===== src/hdl/asq_pkg.sv =====
// Shared constants, types and helper functions of the quoter.
// No dependencies; imported by every module of the block.
package asq_pkg;

	localparam int FracBits = 16;
	localparam int PriceW   = 48;
	localparam int SpreadW  = 47;
	localparam int MarkupW  = PriceW + 1;
	localparam int ExtShift = 3 * FracBits;
	localparam int LnShift  = 57 - 2 * FracBits;
	localparam int QuotW    = 64 - LnShift;
	localparam int AddrW    = 3;

	localparam logic [63:0] Ln2Q64 = 64'hB17217F7D1CF79AB;
	localparam logic [PriceW:0] PriceCap = {1'b1, {PriceW{1'b0}}};

	localparam logic RegGamma     = 1'b0;
	localparam logic RegIntensity = 1'b1;

	typedef struct packed {
		logic              ovf;
		logic [PriceW-1:0] val;
	} sat_t;

	typedef struct packed {
		logic        go;
		logic [63:0] a;
		logic [63:0] b;
	} mul_req_t;

	typedef struct packed {
		logic         done;
		logic [127:0] prod;
	} mul_rsp_t;

	// clamp to the signed price range
	function automatic sat_t sat_price(input logic signed [PriceW+1:0] v);
		sat_t r;
		r.ovf = 1'b0;
		r.val = v[PriceW-1:0];
		if (v > $signed({3'b000, {(PriceW-1){1'b1}}})) begin
			r.ovf = 1'b1;
			r.val = {1'b0, {(PriceW-1){1'b1}}};
		end else if (v < $signed({3'b111, {(PriceW-1){1'b0}}})) begin
			r.ovf = 1'b1;
			r.val = {1'b1, {(PriceW-1){1'b0}}};
		end
		return r;
	endfunction

	function automatic logic signed [PriceW+1:0] sext(input logic [PriceW-1:0] v);
		return $signed({{2{v[PriceW-1]}}, v});
	endfunction

	// drop the fraction of a triple product, cap at 2^48
	function automatic logic [PriceW:0] extract_window(input logic [159:0] w);
		logic [159:0] hi;
		hi = w >> (ExtShift + PriceW);
		if (hi != '0)
			return PriceCap;
		return {1'b0, w[ExtShift +: PriceW]};
	endfunction

endpackage


===== src/hdl/asq_mul64.sv =====
// Sequential 64x64 unsigned multiplier, one 32x32 partial product per cycle.
// Depends on asq_pkg (request and response types).
module asq_mul64 import asq_pkg::*; (
	input  logic     clk,
	input  logic     arst_n,
	input  mul_req_t req,
	output mul_rsp_t rsp
);

	logic [63:0]  a_q, b_q;
	logic [2:0]   cnt_q;
	logic         run_q;
	logic         ppv_q;
	logic [1:0]   ppi_q;
	logic [63:0]  pp_q;
	logic [127:0] acc_q;
	logic         done_q;
	logic [31:0]  a_sel, b_sel;
	logic [127:0] pp_sh;

	assign a_sel = cnt_q[1] ? a_q[63:32] : a_q[31:0];
	assign b_sel = cnt_q[0] ? b_q[63:32] : b_q[31:0];

	always_comb begin
		case (ppi_q)
			2'd0:    pp_sh = {64'd0, pp_q};
			2'd3:    pp_sh = {pp_q, 64'd0};
			default: pp_sh = {32'd0, pp_q, 32'd0};
		endcase
	end

	always_ff @(posedge clk or negedge arst_n) begin
		if (!arst_n) begin
			run_q  <= 1'b0;
			ppv_q  <= 1'b0;
			done_q <= 1'b0;
			cnt_q  <= '0;
		end else begin
			done_q <= 1'b0;
			ppv_q  <= run_q;
			if (req.go) begin
				run_q <= 1'b1;
				cnt_q <= '0;
			end else if (run_q) begin
				cnt_q <= cnt_q + 3'd1;
				if (cnt_q == 3'd3)
					run_q <= 1'b0;
			end
			if (ppv_q && ppi_q == 2'd3)
				done_q <= 1'b1;
		end
	end

	always_ff @(posedge clk) begin
		pp_q  <= a_sel * b_sel;
		ppi_q <= cnt_q[1:0];
		if (req.go) begin
			a_q   <= req.a;
			b_q   <= req.b;
			acc_q <= '0;
		end else if (ppv_q) begin
			acc_q <= acc_q + pp_sh;
		end
	end

	assign rsp.done = done_q;
	assign rsp.prod = acc_q;

endmodule


===== config.mk =====
export PLATFORM = sky130hd
export DESIGN_NAME = asq_mul64
export DESIGN_NICKNAME = d
export VERILOG_FILES = /design/src/hdl/asq_pkg.sv /design/src/hdl/asq_mul64.sv
export SDC_FILE = /design/constraint.sdc
export NUM_CORES = 2
export LEC_CHECK = 0
export CAP_MARGIN = 20
export CORE_AREA = 3 3 345 347
export DETAILED_ROUTE_END_ITERATION = 10
export DIE_AREA = 0 0 348 350
export DONT_BUFFER_PORTS = 1
export PLACE_DENSITY = 0.68
export REMOVE_ABC_BUFFERS = 1
export SLEW_MARGIN = 10
export SYNTH_ARGS = -nofsm -noshare
export SYNTH_HDL_FRONTEND = slang
export SYNTH_SLANG_ARGS = --single-unit

===== constraint.sdc =====
create_clock -name clk -period 23.9 [get_ports clk]
set_clock_uncertainty 0.05 [all_clocks]
set_input_delay 7.17 -clock clk [delete_from_list [all_inputs] [get_ports clk]]
set_output_delay 7.17 -clock clk [all_outputs]
set_load 0.01 [all_outputs]

==> run summary <==
vias per cell = 5.851
Critical Path Start Type = register
# hold bufs at CTS = 0
Critical Path End Type = register
postcts setup bufs = 0
effective utilization at floorplan = 44.91%
max_slew headroom = 28.01%
Vert. Die Dim = 350 µm
layout cells sized above 1 = 5.336%
most frequent cells in the layout = inv_1, fa_1, nor2_1, nand2_1, ha_1
H-Tree Depth = 2
die width = 348 µm
drt pass-1 iters = 6
Netlist cell types = 87
total negative slack = 0 ps
Area contributors post-synth = fa_1, ha_1, dfxtp_1
PostCTS Resize Cnt = 0
initial antenna violation count = 19
CP Data Required Time = 24,330 ps
R2R Setup Slk = 13,810 ps
WL final = 188.9 mm
CP max FO = 35
fmax = 0.09914 GHz
RD Place Congestion = 1.012
CTS max path bufs = 3
nets = 7,166
max-slew violation count = 0
largest net degree at the start of global routing = 220
min Tclk post-route = 10,090 ps
Row Count = 125
Tightest Pin Transition = 1057 ps
CTS sink cnt = 328
Yosys warnings = 0
Synth Cell Area = 52,190 µm²
Routed Antenna Nets = 0
unrepaired setup endpoints after global routing = false
Setup violations, final = 0
Seq/Total Area, Yosys = 15.10%
Hold WS = 500.9 ps
max cap viols = 0
post-synth top area share = 34.41%
Worst Path Class, Setup = reg2reg
global-route wire length before repair = 280.7 mm
Synth area leader = fa_1
commonest non-fill, non-tap cell in the layout = inv_1
Post-synth ARST share = 1.829%
HPWL after DPL = 148.9 mm
Remaining DRCs = 0
Final period util = 42.20%
Avg Cell Area, Syn = 8.811 µm²
die area = 121,800 µm²
Cells after DPL = 7,227
total gr overflow = 0
First DRT Iteration DRCs = 4,264
Mapped Cells = 5,923
Hold Path Class = reg2reg
vias in the first global route = 44,100
# IOs = 260
status = complete, no violations
Final Hold Fails = 0
CORE AREA = 116,200 µm²
total CTS buffers = 39
DR WL/cell = 25.84 µm
Area Overhead vs Synth = 5.749%
Non-Filler Instances = 7,308
Skew-Pair Late Insertion Delay = 610 ps
CTS clk-pin slew, worst paths = 60 ps
Worst EP arrival = 10,520 ps
Synth Register Bits = 328
CTS tree = built
Post-synth EDFFs = 128
Port Buffers = 0
gr usage total = 30.96%
clock root buffer = clkbuf_16
Top FF cell, synth = dfxtp_1
via count = 42,760
-- critical path, stage by stage (launching register included) --
cell and delay, ps:
dfrtp_4 840, buf_4 700, mux2i_4 910, nor2_1 170
fa_1 510, fa_1 500, inv_1 60, fa_1 510
fa_1 390, inv_1 100, fa_1 440, fa_1 500
fa_1 490, inv_1 50, fa_1 490, inv_1 50
ha_1 360, a21o_1 190, a21o_1 170, a221o_1 300
a41o_1 270, a31oi_1 520, o21ai_0 250, o221ai_1 330
o21ai_1 220, a221oi_1 310, o21bai_1 110, xor2_1 140
-- registers in the layout, summed over array words and instances (netlist names) --
| signal | count |
|---|---|
| a_q | 64 |
| acc_q | 128 |
| b_q | 64 |
| cnt_q | 3 |
| done_q | 1 |
| pp_q | 64 |
| ppi_q | 2 |
| ppv_q | 1 |
| run_q | 1 |
-- cell usage after synthesis (101+ instances only) --
master	number
dfxtp_1	194
edfxtp_1	128
o21ai_0	187
nor2_1	802
clkbuf_1	263
inv_1	937
mux2i_1	131
nand2_1	734
a21o_1	129
a21oi_1	245
fa_1	897
xnor2_1	101
ha_1	394
-- per-layer routing --
layer / wire (µm) / track usage, % / share of wire (%) / vias up
met5: 62 / 0 / 0.033 / -
met4: 12310 / 15.60 / 6.5 / 8
met3: 23000 / 8.845 / 12 / 624
met2: 81150 / 47.95 / 43 / 2627
met1: 72330 / 39.71 / 38 / 21080
li1: - / - / - / 18420
-- metrics by stage --
step	utilization [%]	instance area, µm²	worst slack (ps)
3_5_place_dp	46.30	53800	13940
3_3_place_gp	46.30	53800	14090
2_1_floorplan	-	51080	13910
4_1_cts	47.46	55160	13930
6_report	47.49	55190	13810
5_1_grt	47.47	55160	13510
-- final timing paths --
check	start	endpoint	cells after the start
worst max-delay path	cnt_q[1]	pp_q[56]	27
worst min-delay path	acc_q[93]	acc_q[93]	2
worst max register to register	cnt_q[1]	pp_q[56]	27
worst min register to register	acc_q[93]	acc_q[93]	2
max in group asynchronous	arst_n	cnt_q[1]	0
min in group asynchronous	arst_n	ppv_q	0
-- cell type report --
class | instances | area [µm²]
repair buffers | 73 | 548.0
diodes | 12 | 30.03
clock buffers | 51 | 1145
well taps | 1524 | 1907
inverters | 938 | 3521
fillers | 11060 | 61020
flip-flops and latches | 328 | 7889
clock inverters | 18 | 211.5
multi-input cells | 4364 | 39930
-- cell families (layout without fill, tap and decap cells) --
logic type | after synthesis | count (layout) | share of synthesized area [%]
flops | 328 | 328 | 15.10
other cells | 0 | 12 | 0
simple gates | 1846 | 1846 | 14.70
buf+inv | 1231 | 1080 | 8.871
mux | 195 | 195 | 3.894
xor+xnor | 183 | 183 | 3.071
fa+ha+maj | 1291 | 1291 | 43.86
compound gates | 849 | 849 | 10.51
Power is not shown: default switching activity piles up to over one toggle a cycle in this logic, so the estimate is an artifact.
