File: config.mk
export PLATFORM = sky130hd
export DESIGN_NAME = asq_markup
export DESIGN_NICKNAME = d
export VERILOG_FILES = /design/src/hdl/asq_pkg.sv /design/src/hdl/asq_markup.sv
export SDC_FILE = /design/constraint.sdc
export NUM_CORES = 1
export LEC_CHECK = 0
export ABC_AREA = 1
export BUFFER_PORTS_ARGS = -buffer_cell sky130_fd_sc_hd__clkbuf_2
export CORE_ASPECT_RATIO = 1.25
export CORE_MARGIN = 8
export CORE_UTILIZATION = 35
export CTS_BUF_LIST = sky130_fd_sc_hd__clkbuf_8
export CTS_CLUSTER_SIZE = 8
export DETAILED_ROUTE_END_ITERATION = 10
export PLACE_DENSITY = 0.63
export SLEW_MARGIN = 30
export SYNTH_ARGS = -nofsm -noshare
export SYNTH_HDL_FRONTEND = slang
export SYNTH_SLANG_ARGS = --single-unit
File: constraint.sdc
create_clock -name clk -period 8 [get_ports clk]
set_input_delay 0.4 -clock clk [delete_from_list [all_inputs] [get_ports clk]]
set_output_delay 0.4 -clock clk [all_outputs]
set_load 0.005 [all_outputs]
File: src/hdl/asq_pkg.sv
// Shared constants, types and helper functions of the quoter.
// No dependencies; imported by every module of the block.
package asq_pkg;

	localparam int FracBits = 16;
	localparam int PriceW   = 48;
	localparam int SpreadW  = 47;
	localparam int MarkupW  = PriceW + 1;
	localparam int ExtShift = 3 * FracBits;
	localparam int LnShift  = 57 - 2 * FracBits;
	localparam int QuotW    = 64 - LnShift;
	localparam int AddrW    = 3;

	localparam logic [63:0] Ln2Q64 = 64'hB17217F7D1CF79AB;
	localparam logic [PriceW:0] PriceCap = {1'b1, {PriceW{1'b0}}};

	localparam logic RegGamma     = 1'b0;
	localparam logic RegIntensity = 1'b1;

	typedef struct packed {
		logic              ovf;
		logic [PriceW-1:0] val;
	} sat_t;

	typedef struct packed {
		logic        go;
		logic [63:0] a;
		logic [63:0] b;
	} mul_req_t;

	typedef struct packed {
		logic         done;
		logic [127:0] prod;
	} mul_rsp_t;

	// clamp to the signed price range
	function automatic sat_t sat_price(input logic signed [PriceW+1:0] v);
		sat_t r;
		r.ovf = 1'b0;
		r.val = v[PriceW-1:0];
		if (v > $signed({3'b000, {(PriceW-1){1'b1}}})) begin
			r.ovf = 1'b1;
			r.val = {1'b0, {(PriceW-1){1'b1}}};
		end else if (v < $signed({3'b111, {(PriceW-1){1'b0}}})) begin
			r.ovf = 1'b1;
			r.val = {1'b1, {(PriceW-1){1'b0}}};
		end
		return r;
	endfunction

	function automatic logic signed [PriceW+1:0] sext(input logic [PriceW-1:0] v);
		return $signed({{2{v[PriceW-1]}}, v});
	endfunction

	// drop the fraction of a triple product, cap at 2^48
	function automatic logic [PriceW:0] extract_window(input logic [159:0] w);
		logic [159:0] hi;
		hi = w >> (ExtShift + PriceW);
		if (hi != '0)
			return PriceCap;
		return {1'b0, w[ExtShift +: PriceW]};
	endfunction

endpackage

File: src/hdl/asq_markup.sv
// Markup engine: (2/gamma)*ln(1+gamma/k), recomputed after each register write.
// Depends on asq_pkg; drives the asq_mul64 instance for squarings and the ln2 scale.
module asq_markup import asq_pkg::*; (
	input  logic               clk,
	input  logic               arst_n,
	input  logic               go,
	input  logic [31:0]        gamma,
	input  logic [31:0]        intensity,
	output mul_req_t           mul_req,
	input  mul_rsp_t           mul_rsp,
	output logic               busy,
	output logic [MarkupW-1:0] markup
);

	localparam logic [2:0] StIdle   = 3'd0;
	localparam logic [2:0] StExp    = 3'd1;
	localparam logic [2:0] StDiv    = 3'd2;
	localparam logic [2:0] StSqGo   = 3'd3;
	localparam logic [2:0] StSqWait = 3'd4;
	localparam logic [2:0] StLnGo   = 3'd5;
	localparam logic [2:0] StLnWait = 3'd6;
	localparam logic [2:0] StQdiv   = 3'd7;

	logic [2:0]         state_q;
	logic [32:0]        num_q, d_q, rem_q;
	logic [5:0]         e_q, cnt_q, j_q;
	logic [61:0]        mq_q;
	logic [62:0]        m_q;
	logic [57:0]        frac_q;
	logic [QuotW-1:0]   dvd_q, quot_q;
	logic [31:0]        qrem_q;
	logic [MarkupW-1:0] markup_q;

	logic [33:0]      dsh2, r2;
	logic             mbit;
	logic [61:0]      nxt_mq;
	logic [63:0]      sq_t;
	logic [32:0]      trial;
	logic             qbit;
	logic [QuotW-1:0] qfin;

	assign dsh2   = {d_q, 1'b0};
	assign r2     = {rem_q, 1'b0};
	assign mbit   = r2 >= {1'b0, d_q};
	assign nxt_mq = {mq_q[60:0], mbit};
	assign sq_t   = mul_rsp.prod[125:62];
	assign trial  = {qrem_q, dvd_q[QuotW-1]};
	assign qbit   = trial >= {1'b0, gamma};
	assign qfin   = {quot_q[QuotW-2:0], qbit};

	always_ff @(posedge clk or negedge arst_n) begin
		if (!arst_n) begin
			state_q  <= StIdle;
			markup_q <= '0;
		end else if (go) begin
			// any write restarts the run with both current register values
			if (gamma == 32'd0 || intensity == 32'd0) begin
				markup_q <= '0;
				state_q  <= StIdle;
			end else begin
				num_q   <= {1'b0, intensity} + {1'b0, gamma};
				d_q     <= {1'b0, intensity};
				e_q     <= '0;
				state_q <= StExp;
			end
		end else begin
			case (state_q)
				StIdle: state_q <= StIdle;
				// integer part of log2 of the ratio
				StExp: begin
					if (e_q < 6'd32 && dsh2 <= {1'b0, num_q}) begin
						d_q <= dsh2[32:0];
						e_q <= e_q + 6'd1;
					end else begin
						rem_q   <= num_q - d_q;
						mq_q    <= '0;
						cnt_q   <= '0;
						state_q <= StDiv;
					end
				end
				// mantissa by restoring division, one bit a cycle
				StDiv: begin
					rem_q <= mbit ? 33'(r2 - {1'b0, d_q}) : r2[32:0];
					mq_q  <= nxt_mq;
					cnt_q <= cnt_q + 6'd1;
					if (cnt_q == 6'd61) begin
						m_q     <= {1'b1, nxt_mq};
						frac_q  <= '0;
						j_q     <= 6'd57;
						state_q <= StSqGo;
					end
				end
				StSqGo: state_q <= StSqWait;
				// fraction bits of log2 by repeated squaring
				StSqWait: begin
					if (mul_rsp.done) begin
						m_q         <= sq_t[63] ? sq_t[63:1] : sq_t[62:0];
						frac_q[j_q] <= sq_t[63];
						if (j_q == 6'd0) begin
							state_q <= StLnGo;
						end else begin
							j_q     <= j_q - 6'd1;
							state_q <= StSqGo;
						end
					end
				end
				StLnGo: state_q <= StLnWait;
				StLnWait: begin
					if (mul_rsp.done) begin
						dvd_q   <= mul_rsp.prod[127:64+LnShift];
						qrem_q  <= '0;
						quot_q  <= '0;
						cnt_q   <= '0;
						state_q <= StQdiv;
					end
				end
				// divide the scaled ln by gamma
				StQdiv: begin
					qrem_q <= qbit ? 32'(trial - {1'b0, gamma}) : trial[31:0];
					quot_q <= qfin;
					dvd_q  <= {dvd_q[QuotW-2:0], 1'b0};
					cnt_q  <= cnt_q + 6'd1;
					if (cnt_q == 6'(QuotW - 1)) begin
						if (64'(qfin) > 64'(PriceCap))
							markup_q <= PriceCap;
						else
							markup_q <= MarkupW'(qfin);
						state_q <= StIdle;
					end
				end
				default: state_q <= StIdle;
			endcase
		end
	end

	always_comb begin
		mul_req.go = (state_q == StSqGo) || (state_q == StLnGo);
		mul_req.a  = (state_q == StLnGo) ? {e_q, frac_q} : {1'b0, m_q};
		mul_req.b  = (state_q == StLnGo) ? Ln2Q64 : {1'b0, m_q};
	end

	assign busy   = state_q != StIdle;
	assign markup = markup_q;

endmodule

==> results of run 1 <==
area by class of cell:
| cell class | instances | area (µm²) |
|---|---|---|
| clock buffers | 85 | 1170 |
| well taps | 1089 | 1360 |
| fillers | 8696 | 50000 |
| flip-flops and latches | 450 | 13300 |
| diodes | 10 | 25.0 |
| repair buffers | 362 | 2090 |
| multi-input cells | 2666 | 14300 |
| inverters | 445 | 1680 |
| clock inverters | 62 | 317 |
registers in the layout, indices dropped and copies added (netlist names), 6 cells and up:
register / count
dvd_q: 39
quot_q: 38
d_q: 33
cnt_q: 6
qrem_q: 32
frac_q: 58
markup: 39
mq_q: 61
num_q: 33
rem_q: 33
m_q: 63
e_q: 6
j_q: 6
kinds of logic (layout without fill, tap and decap cells):
logic type,count (synthesis),in the layout,share of synthesized area
and+or+nand+nor,1784,1784,0.254
other,1,20,0.000126
AOI/OAI and AO/OA,627,627,0.125
buffers and inverters,586,954,0.0806
adders and majority gates,170,170,0.0723
DFF,450,450,0.446
xor gates and xnor gates,75,75,0.0220
worst min-delay path, stage by stage:
cell                       delay (ns)
sky130_fd_sc_hd__clkbuf_2        0.12
sky130_fd_sc_hd__nand2_1         0.06
sky130_fd_sc_hd__nand2_1         0.06
power groups by stage:
stage	clock (µW)	combinational (µW)	sequential, µW
CTS	2150	2130	2940
global route	2230	2370	2960
global placement	0	2070	2990
floorplan	0	1440	2960
detailed placement	0	2110	2990
finish	2090	2120	2940
metrics by stage:
| step | instances | power, µW | setup slack [ns] | util | cell area (µm²) |
|---|---|---|---|---|---|
| after detailed placement | 4977 | 5090 | 3.98 | 0.384 | 32400 |
| after global placement | 4975 | 5060 | 4.01 | 0.383 | 32300 |
| after floorplan | 3702 | 4400 | 0.365 | - | 29900 |
| final | 5169 | 7150 | 3.94 | 0.406 | 34300 |
| after global routing | 5166 | 7560 | 3.65 | 0.406 | 34200 |
| after CTS | 5159 | 7230 | 3.92 | 0.406 | 34200 |
repair_timing:
item                                    in CTS  in global routing
endpoints found under the setup margin       0                  0
hold buffers                                35                  0
hold endpoints to repair                    56                  0
buffers inserted                             0                  0
cell usage after synthesis, types with 14 or more instances:
library cell,n,share of area
sky130_fd_sc_hd__nor2_1,415,0.052
sky130_fd_sc_hd__dfrtp_1,42,0.035
sky130_fd_sc_hd__nor2_2,23,0.0048
sky130_fd_sc_hd__nor3_1,36,0.0060
sky130_fd_sc_hd__o21ai_1,14,0.0023
sky130_fd_sc_hd__xnor2_1,25,0.0073
sky130_fd_sc_hd__nor4_1,18,0.0038
sky130_fd_sc_hd__xor2_1,50,0.015
sky130_fd_sc_hd__nand2_2,33,0.0069
sky130_fd_sc_hd__or2_2,44,0.0092
sky130_fd_sc_hd__clkbuf_1,76,0.0096
sky130_fd_sc_hd__buf_2,32,0.0054
sky130_fd_sc_hd__a311oi_1,55,0.016
sky130_fd_sc_hd__nand3b_1,40,0.010
sky130_fd_sc_hd__inv_1,439,0.055
sky130_fd_sc_hd__o21a_1,46,0.012
sky130_fd_sc_hd__o21ai_0,152,0.026
sky130_fd_sc_hd__nand4_1,28,0.0059
sky130_fd_sc_hd__a31oi_1,69,0.014
sky130_fd_sc_hd__ha_1,166,0.070
sky130_fd_sc_hd__nand3_1,142,0.024
sky130_fd_sc_hd__a21oi_1,233,0.039
sky130_fd_sc_hd__nand2_1,986,0.12
sky130_fd_sc_hd__o21bai_1,20,0.0050
sky130_fd_sc_hd__edfxtp_1,408,0.41
worst paths after layout:
path	slack [ns]	endpoint	depth (start not counted)
setup / recovery	3.94	m_q[31]$_DFFE_PP_	10
hold / removal	0.06	dvd_q[9]$_DFFE_PP_	3
setup reg to reg	3.94	m_q[31]$_DFFE_PP_	10
hold reg to reg	0.45	markup[38]$_DFFE_PN0P_	2
max in group asynchronous	7.10	markup[35]$_DFFE_PN0P_	4
min in group asynchronous	0.23	markup[24]$_DFFE_PN0P_	3
routing by layer:
layer  track usage  share of wire  vias up
met5             0        0.00034        -
met4        0.0856          0.041        6
met3        0.0321          0.057      221
met2         0.351           0.49      878
met1         0.243           0.41    12400
li1              -              -    13000
==> impl_results.md, run 1 <==
* Number of vias per cell after detailed routing at 5.13
* Pleak at 0.0158 µW
* Post-synth EDFFs at about 410
* Overall die width at about 280 µm
* Critical path launch point: state_q[2]$_DFFE_PN0P_
* Shortest clock period the worst path allows after layout at 4.06 ns
* Part of the power in registers at 0.412
* Via count at 26500
* Largest net degree at the start of global routing at between 70 and 80
* Max FO, Critical Path at 76
* Classification of the worst setup path: reg2reg
* Row count at about 120
* Category of the worst setup path launch point: register
* Clk_lat worst skew at 0.72 ns
* Commonest register cell after synthesis: sky130_fd_sc_hd__edfxtp_1
* Hold Worst Slack at just under 0.06 ns
* Antenna violation net count after detailed routing at 0
* Average cell area after synthesis at 8.07 µm²
* Cell chain of the critical path: inv_2 > nor2_1 > inv_1 > nor2_4 > buf_4 > inv_2 > buf_4 > a21oi_4 > buf_4 > buf_4
* Worst hold path type: in2reg
* Crit path max-delay family: buffers and inverters
* Final-report hold violation count at 0
* Combinational fraction of design power at 0.297
* Net count, final at 4371
* Final number of setup-violating endpoints at 0
* Kind of end point of the critical path: register
* RSZ-0062 raised after global routing: false
* Switching pwr at 2580 µW
* Clk_skew at 0.0330 ns
* Via count of the first global-routing pass at 25900
* Standard cell core area at 84300 µm²
* Number of sinks on the clock net at 450
* Maximum buffer depth of the clock tree at 3
* Part of the Yosys area used for sequential elements at 0.446
* Number of antenna violations at the first check in global routing at 13
* Total negative setup slack at 0 ns
* Hold_sp: mul_rsp[98]
* Routed wirelength normalized by instance count at 19.1 µm
* CP bufs+invs at 7
* CTS clk-pin slew, worst paths at 0.06 ns
* TritonCTS clock tree: done
* Peak VDD IR at 0.111 mV
* Standard cell with the maximum stage delay on the critical path: sky130_fd_sc_hd__buf_4
* DRC violation count after routing at 0
* Global placement routability congestion at 0.929
* Master cell of the clock root buffer: sky130_fd_sc_hd__clkbuf_8
* Run status: finished clean
* Relative area change from synthesis to final layout at 14.9%
* YS warnings at 0
* Most frequent standard cell in the layout excluding fill and tap cells: sky130_fd_sc_hd__nand2_1
* Slew Limit Fails at 0
* Number of violations reported at the end of detailed-routing iteration 0 at 2197
* R2r startpoint: state_q[2]$_DFFE_PN0P_
* IO Pins at 375
* Input/output buffers at 302
* TritonCTS buffer count at 80
* Fraction of registers with async set or reset after synthesis at 0.0933
* Largest stage delay, worst path at 0.80 ns
* CP dominant cell by count: sky130_fd_sc_hd__buf_4
* Fraction of final layout cells sized beyond drive strength 1 at 0.142
* Slew HR at 0.350
* Req. time, crit path at around 8.3 ns
* Total power per unit cell area at 209 nW/µm²
* Total congestion overflow at 0
* Unique masters post-synth at 58
* Most frequent cells in the layout: sky130_fd_sc_hd__nand2_1, sky130_fd_sc_hd__inv_1, sky130_fd_sc_hd__edfxtp_1
* Drt first pass iters at 6
* PostCTS Resize Cnt at 0
* Number of instances in the synthesized netlist at 3693
* Initial cell density of the core at 0.354
* Signal arrival time at the worst endpoint at 4.39 ns
* Total length of routed wires at a little under 100 mm
* Internal Power at 4570 µW
* Fmax at 246 MHz
* Switching part of the total at 0.361
* Transition at the pin with the smallest max-transition slack at 0.975 ns
* Die boundary height at 342 µm
* Total routing resource utilization after global routing at 0.201
* H-Tree Level Count at 3
* Final Cycle Share at 0.508
* Sum of net half-perimeters after detailed placement at 74.2 mm
* Max-cap violations at 0
* Clk pwr share at 0.292
* Die footprint at 94900 µm²
* First-pass GRT wire length at between 150 and 200 mm
* Netlist Area Pre-Place at between 20000 and 30000 µm²
* Post-synthesis sequential element count at 450
(Power assumes the default switching activity.)
==> run 2: changes to the inputs <==
Settings changed: ABC_AREA 1 to 0, PLACE_DENSITY 0.63 to 0.61.
Clock period 8 ns to 4.03 ns, I/O delays scaled along.
==> impl_results.md, run 2 <==
* CTS clk-pin slew, worst paths at 0.06 ns
* Met1 layer wirelength in the final routing at 35.0 mm
* Run status: finished clean
* Clk_lat worst skew at 0.69 ns
* Slew HR at 0.459
* TritonCTS buffer count at 79
* Fraction of registers with async set or reset after synthesis at 0.0933
* Die boundary height at 334 µm
* Transition at the pin with the smallest max-transition slack at ~0.8 ns
* Most common library cells after synthesis: sky130_fd_sc_hd__nand2_1, sky130_fd_sc_hd__edfxtp_1, sky130_fd_sc_hd__o21ai_0
* Commonest register cell after synthesis: sky130_fd_sc_hd__edfxtp_1
* Number of antenna violations at the first check in global routing at 15
* RSZ-0062 raised after global routing: false
* Sum of net half-perimeters after detailed placement at between 60 and 70 mm
* Total routing resource utilization after global routing at 0.180
* DRC violation count after routing at 0
* Post-synthesis sequential element count at 450
* Input/output buffers at 302
* Biggest registers after layout: m_q: 63 flops, mq_q: 61 flops, frac_q: 58 flops
* Max FO, Critical Path at 4
* Routed wirelength normalized by instance count at 18.8 µm
* Max FFs per register at 63
* Postcts setup bufs at 0
* Clk_skew at 0.0498 ns
* Master cell of the clock root buffer: sky130_fd_sc_hd__clkbuf_8
* Cell types occupying the most area after synthesis: sky130_fd_sc_hd__edfxtp_1, sky130_fd_sc_hd__ha_1, sky130_fd_sc_hd__nand2_1, sky130_fd_sc_hd__o21ai_0, sky130_fd_sc_hd__dfrtp_1
* Amount of wire on met2 after detailed routing at a little over 40 mm
* Top-count cell post-synth: sky130_fd_sc_hd__nand2_1
* Die footprint at 90300 µm²
* Reg with most FFs: m_q
* Average cell area after synthesis at 9.59 µm²
* Pleak at about 0.015 µW
* Unique masters post-synth at around 90
* Cell taking the most area after synthesis: sky130_fd_sc_hd__edfxtp_1
* Kind of end point of the critical path: register
* YS warnings at 0
* Drt first pass iters at 6
* TritonCTS clock tree: done
* Signal arrival time at the worst endpoint at between 4 and 5 ns
* Fmax at around 280 MHz
* Number of sinks on the clock net at 450
* Initial cell density of the core at 0.353
* Slew Limit Fails at 0
* IO Pins at 375
* Overall die width at 270 µm
* Via count of the first global-routing pass at 23300
* First-pass GRT wire length at 131 mm
* Largest net degree at the start of global routing at 110
* Total length of routed wires at 84.3 mm
* Length of routed met3 wiring at 4.82 mm
* Fill cell total of the finished layout at 7866
* Global placement routability congestion at 0.896
* Final number of setup-violating endpoints at 0
* Req. time, crit path at 4.44 ns
* Fraction of final layout cells sized beyond drive strength 1 at 0.145
* Max-cap violations at 0
* Highest metal layer used by the detailed router: met4
* Net count, final at 3703
* Final Cycle Share at 0.895
* Part of the Yosys area used for sequential elements at 0.470
* Number of instances in the synthesized netlist at 2952
* Classification of the worst setup path: reg2reg
* Most frequent cells in the layout: sky130_fd_sc_hd__nand2_1, sky130_fd_sc_hd__edfxtp_1, sky130_fd_sc_hd__clkbuf_2
* H-Tree Level Count at 3
* Overall power consumption at 12200 µW
* Worst hold path type: in2reg
* Antenna violation net count after detailed routing at 0
* Total congestion overflow at 0
* Number of violations reported at the end of detailed-routing iteration 0 at 1527
* Post-synth EDFFs at 408
* Row count at 116
* Category of the worst setup path launch point: register
* Shortest clock period the worst path allows after layout at 3.61 ns
* Total power per unit cell area at 362 nW/µm²
* Number of vias per cell after detailed routing at a little over 5
* Relative area change from synthesis to final layout at 19.0%
* Hold Worst Slack at 0.0871 ns
* Maximum buffer depth of the clock tree at 3
* Area share of the largest cell type after synthesis at 0.433
* Post-layout utilization of the core at 0.420
* Standard cell core area at 80100 µm²
* Netlist Area Pre-Place at 28300 µm²
* Most frequent standard cell in the layout excluding fill and tap cells: sky130_fd_sc_hd__nand2_1
* Peak VDD IR at 0.240 mV
* Final-report hold violation count at 0
* Via count at roughly 23000
-- run 2: final timing paths --
path / start / end / slack, ns / depth (start not counted)
max in group asynchronous: arst_n / state_q[1]$_DFFE_PN0P_ / 3.16 / 3
setup reg to reg: dvd_q[38]$_DFFE_PP_ / qrem_q[26]$_SDFFCE_PN0P_ / 0.42 / 13
hold reg to reg: markup[21]$_DFFE_PN0P_ / markup[21]$_DFFE_PN0P_ / 0.48 / 2
setup / recovery: dvd_q[38]$_DFFE_PP_ / qrem_q[26]$_SDFFCE_PN0P_ / 0.42 / 13
hold / removal: go / e_q[3]$_SDFFCE_PP0P_ / 0.09 / 2
min in group asynchronous: arst_n / markup[37]$_DFFE_PN0P_ / 0.36 / 3
-- run 2: kinds of logic after synthesis --
family	count (synthesis)	synth area share
buffers and inverters	302	0.0426
and+or+nand+nor	1100	0.187
xor gates and xnor gates	110	0.0340
adders and majority gates	170	0.0762
AOI/OAI and AO/OA	715	0.154
muxes	104	0.0368
DFF	450	0.470
other	1	0.000133
-- run 2: layer usage --
| metal | vias to the layer above | GRT usage |
|---|---|---|
| li1 | 11400 | - |
| met1 | 11000 | 0.215 |
| met2 | 635 | 0.309 |
| met3 | 165 | 0.0395 |
| met4 | 0 | 0.0791 |
| met5 | - | 0 |
-- run 2: worst max-delay path, cell delays in order, from the launching register on --
cell and delay, ns:
sky130_fd_sc_hd__edfxtp_1 0.34, sky130_fd_sc_hd__inv_1 0.05, sky130_fd_sc_hd__ha_1 0.20, sky130_fd_sc_hd__fa_1 0.40
sky130_fd_sc_hd__nand2b_1 0.18, sky130_fd_sc_hd__a21oi_1 0.24, sky130_fd_sc_hd__o211ai_1 0.15, sky130_fd_sc_hd__a21o_1 0.24
sky130_fd_sc_hd__a2111oi_2 0.45, sky130_fd_sc_hd__nor4b_1 0.16, sky130_fd_sc_hd__o41ai_1 0.53, sky130_fd_sc_hd__a21o_1 0.22
sky130_fd_sc_hd__and2_1 0.13, sky130_fd_sc_hd__o21ai_1 0.06
-- run 2: stage by stage --
step | instances | TNS [ns] | cell area, µm² | setup WS (ns)
after floorplan | 2961 | -16.52 | 28400 | -0.176
after global placement | 4209 | 0 | 31000 | 0.464
after detailed placement | 4209 | 0 | 31000 | 0.452
after CTS | 4460 | 0 | 33600 | 0.426
after global routing | 4472 | 0 | 33700 | 0.194
final | 4474 | 0 | 33700 | 0.423
-- run 2: report_power, final --
| part | leakage [µW] | internal [µW] | switching, µW |
|---|---|---|---|
| combinational | 0.00942 | 1070 | 1470 |
| sequential | 0.00437 | 5370 | 148 |
| clock | 0.000883 | 2080 | 2060 |
| total | 0.0147 | 8520 | 3680 |
-- run 2: final cells by class --
type / count / area [µm²] / area share
multi-input combinational: 2209 / 13900 / 0.413
clock buffer: 80 / 1100 / 0.0327
timing repair buffer: 459 / 3070 / 0.0911
antenna: 14 / 35.0 / 0.00104
tap: 1062 / 1330 / 0.0395
sequential: 450 / 13300 / 0.395
inverter: 138 / 518 / 0.0154
clock inverter: 62 / 400 / 0.0119
-- run 2: timing repair --
item | in CTS | in global routing
hold endpoints to repair | 177 | 0
gates resized for setup | 0 | 0
hold buffers | 109 | 0
==> run 3: changes to the inputs <==
Settings changed: GPL_TIMING_DRIVEN set to 1.
Clock period 4.03 ns to 3.45 ns, I/O delays scaled along.
==> impl_results.md, run 3 (synthesized netlist as in run 2, its figures left out) <==
* Run status: finished clean
* RSZ-0062 raised after global routing: false
* Total congestion overflow at 0
* Row count at roughly 120
* Number of violations reported at the end of detailed-routing iteration 0 at around 1600
* Final number of setup-violating endpoints at 0
* Placed Cells incl. Taps at 4236
* Max FO, Critical Path at 3
* Maximum buffer depth of the clock tree at 3
* Routed wirelength normalized by instance count at 18.8 µm
* Net count, final at 3733
* Die footprint at 90300 µm²
* TritonCTS clock tree: done
* Relative area change from synthesis to final layout at 20.5%
* Slew Limit Fails at 0
* Worst hold path type: in2reg
* Via count of the first global-routing pass at approximately 23000
* Drt first pass iters at 5
* Largest net degree at the start of global routing at 144
* Number of antenna violations at the first check in global routing at 13
* Sum of net half-perimeters after detailed placement at 61.7 mm
* Reg with most FFs: m_q
* Max FFs per register at 63
* Fill cell total of the finished layout at 7771
* Clk_lat worst skew at just under 0.7 ns
* Category of the worst setup path launch point: register
* Fmax at 305 MHz
* Pleak at about 0.015 µW
* Master cell of the clock root buffer: sky130_fd_sc_hd__clkbuf_8
* Overall die width at 270 µm
* Fraction of final layout cells sized beyond drive strength 1 at 0.156
* Via count at 23400
* Initial cell density of the core at 0.353
* Number of sinks on the clock net at 450
* Classification of the worst setup path: reg2reg
* Standard cell core area at roughly 80000 µm²
* Final-report hold violation count at 0
* Shortest clock period the worst path allows after layout at 3.28 ns
* Total power per unit cell area at 421 nW/µm²
* Hold Worst Slack at 0.0715 ns
* Post-route cell area at 34100 µm²
* Biggest registers after layout: m_q: 63 flops, mq_q: 61 flops, frac_q: 58 flops
* IO Pins at ~380
* Slew HR at 0.478
* Max-cap violations at 0
* Die boundary height at approximately 330 µm
* Clk_skew at roughly 0.053 ns
* Total routing resource utilization after global routing at 0.180
* Req. time, crit path at 3.87 ns
* Total length of routed wires at 84.5 mm
* H-Tree Level Count at 3
* Most frequent cells in the layout: sky130_fd_sc_hd__nand2_1, sky130_fd_sc_hd__edfxtp_1, sky130_fd_sc_hd__clkbuf_2
* Number of vias per cell after detailed routing at 5.19
* Post-route non-filler standard cell count at 4501
* Signal arrival time at the worst endpoint at 3.69 ns
* Antenna violation net count after detailed routing at 0
* Most frequent standard cell in the layout excluding fill and tap cells: sky130_fd_sc_hd__nand2_1
* Final Cycle Share at 0.950
* CTS clk-pin slew, worst paths at 0.06 ns
* DRC violation count after routing at 0
* Global placement routability congestion at 0.905
* Transition at the pin with the smallest max-transition slack at around 0.8 ns
* TritonCTS buffer count at 78
* Kind of end point of the critical path: register
* Input/output buffers at 302
* Post-layout utilization of the core at 0.426
* Peak VDD IR at 0.256 mV
* Placed cell areas at 31300 µm²
* First-pass GRT wire length at 132 mm
## run 3: layer usage
layer  vias to the layer above  routed length, µm  track usage  share of wire
li1                      11400                  -            -              -
met1                     11100              35100        0.216           0.42
met2                       668              41000        0.306           0.49
met3                       178               4500       0.0350          0.053
met4                         2               3850       0.0927          0.046
met5                         -                 13            0        0.00015
## run 3: path summary, 6_finish.rpt
kind | startpoint | end | slack [ns] | cells past startpoint
setup / recovery | dvd_q[38]$_DFFE_PP_ | qrem_q[30]$_SDFFCE_PN0P_ | 0.17 | 14
hold / removal | go | markup[0]$_DFFE_PN0P_ | 0.07 | 2
setup reg to reg | dvd_q[38]$_DFFE_PP_ | qrem_q[30]$_SDFFCE_PN0P_ | 0.17 | 14
hold reg to reg | markup[13]$_DFFE_PN0P_ | markup[13]$_DFFE_PN0P_ | 0.48 | 2
max in group asynchronous | arst_n | state_q[2]$_DFFE_PN0P_ | 2.63 | 3
min in group asynchronous | arst_n | markup[11]$_DFFE_PN0P_ | 0.29 | 3
## run 3: repair_timing
item                       4_1_cts  5_1_grt
hold buffers                   111        0
setup buffers                    0        2
setup endpoints to repair        0      125
hold endpoints to repair       177        0
gates resized for setup          0       22
## run 3: final cells by class
| type | instances | area, µm² | share of cell area |
|---|---|---|---|
| inverters | 138 | 518 | 0.0152 |
| well taps | 1062 | 1330 | 0.0390 |
| diodes | 12 | 30.0 | 0.000880 |
| repair buffers | 490 | 3390 | 0.0995 |
| clock buffers | 87 | 1200 | 0.0351 |
| clock inverters | 53 | 317 | 0.00928 |
| flip-flops and latches | 450 | 13300 | 0.390 |
| multi-input cells | 2209 | 14000 | 0.411 |
## run 3: per-stage QoR
step	setup slack [ns]	total power (µW)	TNS, ns
after floorplan	-0.756	8510	-93.35
after global placement	0.0619	9410	0
after detailed placement	0.0696	9450	0
after CTS	0.00791	14500	0
after global routing	0.00578	15100	0
final	0.172	14400	0
## run 3: worst max-delay path, stage by stage, from the launching register on
cell and delay (ns):
sky130_fd_sc_hd__edfxtp_1 0.34, sky130_fd_sc_hd__inv_1 0.05, sky130_fd_sc_hd__ha_1 0.20, sky130_fd_sc_hd__fa_2 0.37, sky130_fd_sc_hd__nand2b_4 0.17, sky130_fd_sc_hd__a21oi_4 0.17
sky130_fd_sc_hd__o211ai_1 0.11, sky130_fd_sc_hd__a21o_1 0.22, sky130_fd_sc_hd__a2111oi_4 0.46, sky130_fd_sc_hd__nor4b_4 0.10, sky130_fd_sc_hd__o41ai_2 0.35, sky130_fd_sc_hd__buf_4 0.17
sky130_fd_sc_hd__a21o_1 0.12, sky130_fd_sc_hd__and2_1 0.12, sky130_fd_sc_hd__o21ai_1 0.06
## run 3: report_power, final
group | switching (µW) | internal [µW] | total, µW
logic | 1760 | 1300 | 3060
registers | 154 | 6270 | 6420
clock network | 2380 | 2500 | 4870
total | 4290 | 10100 | 14400
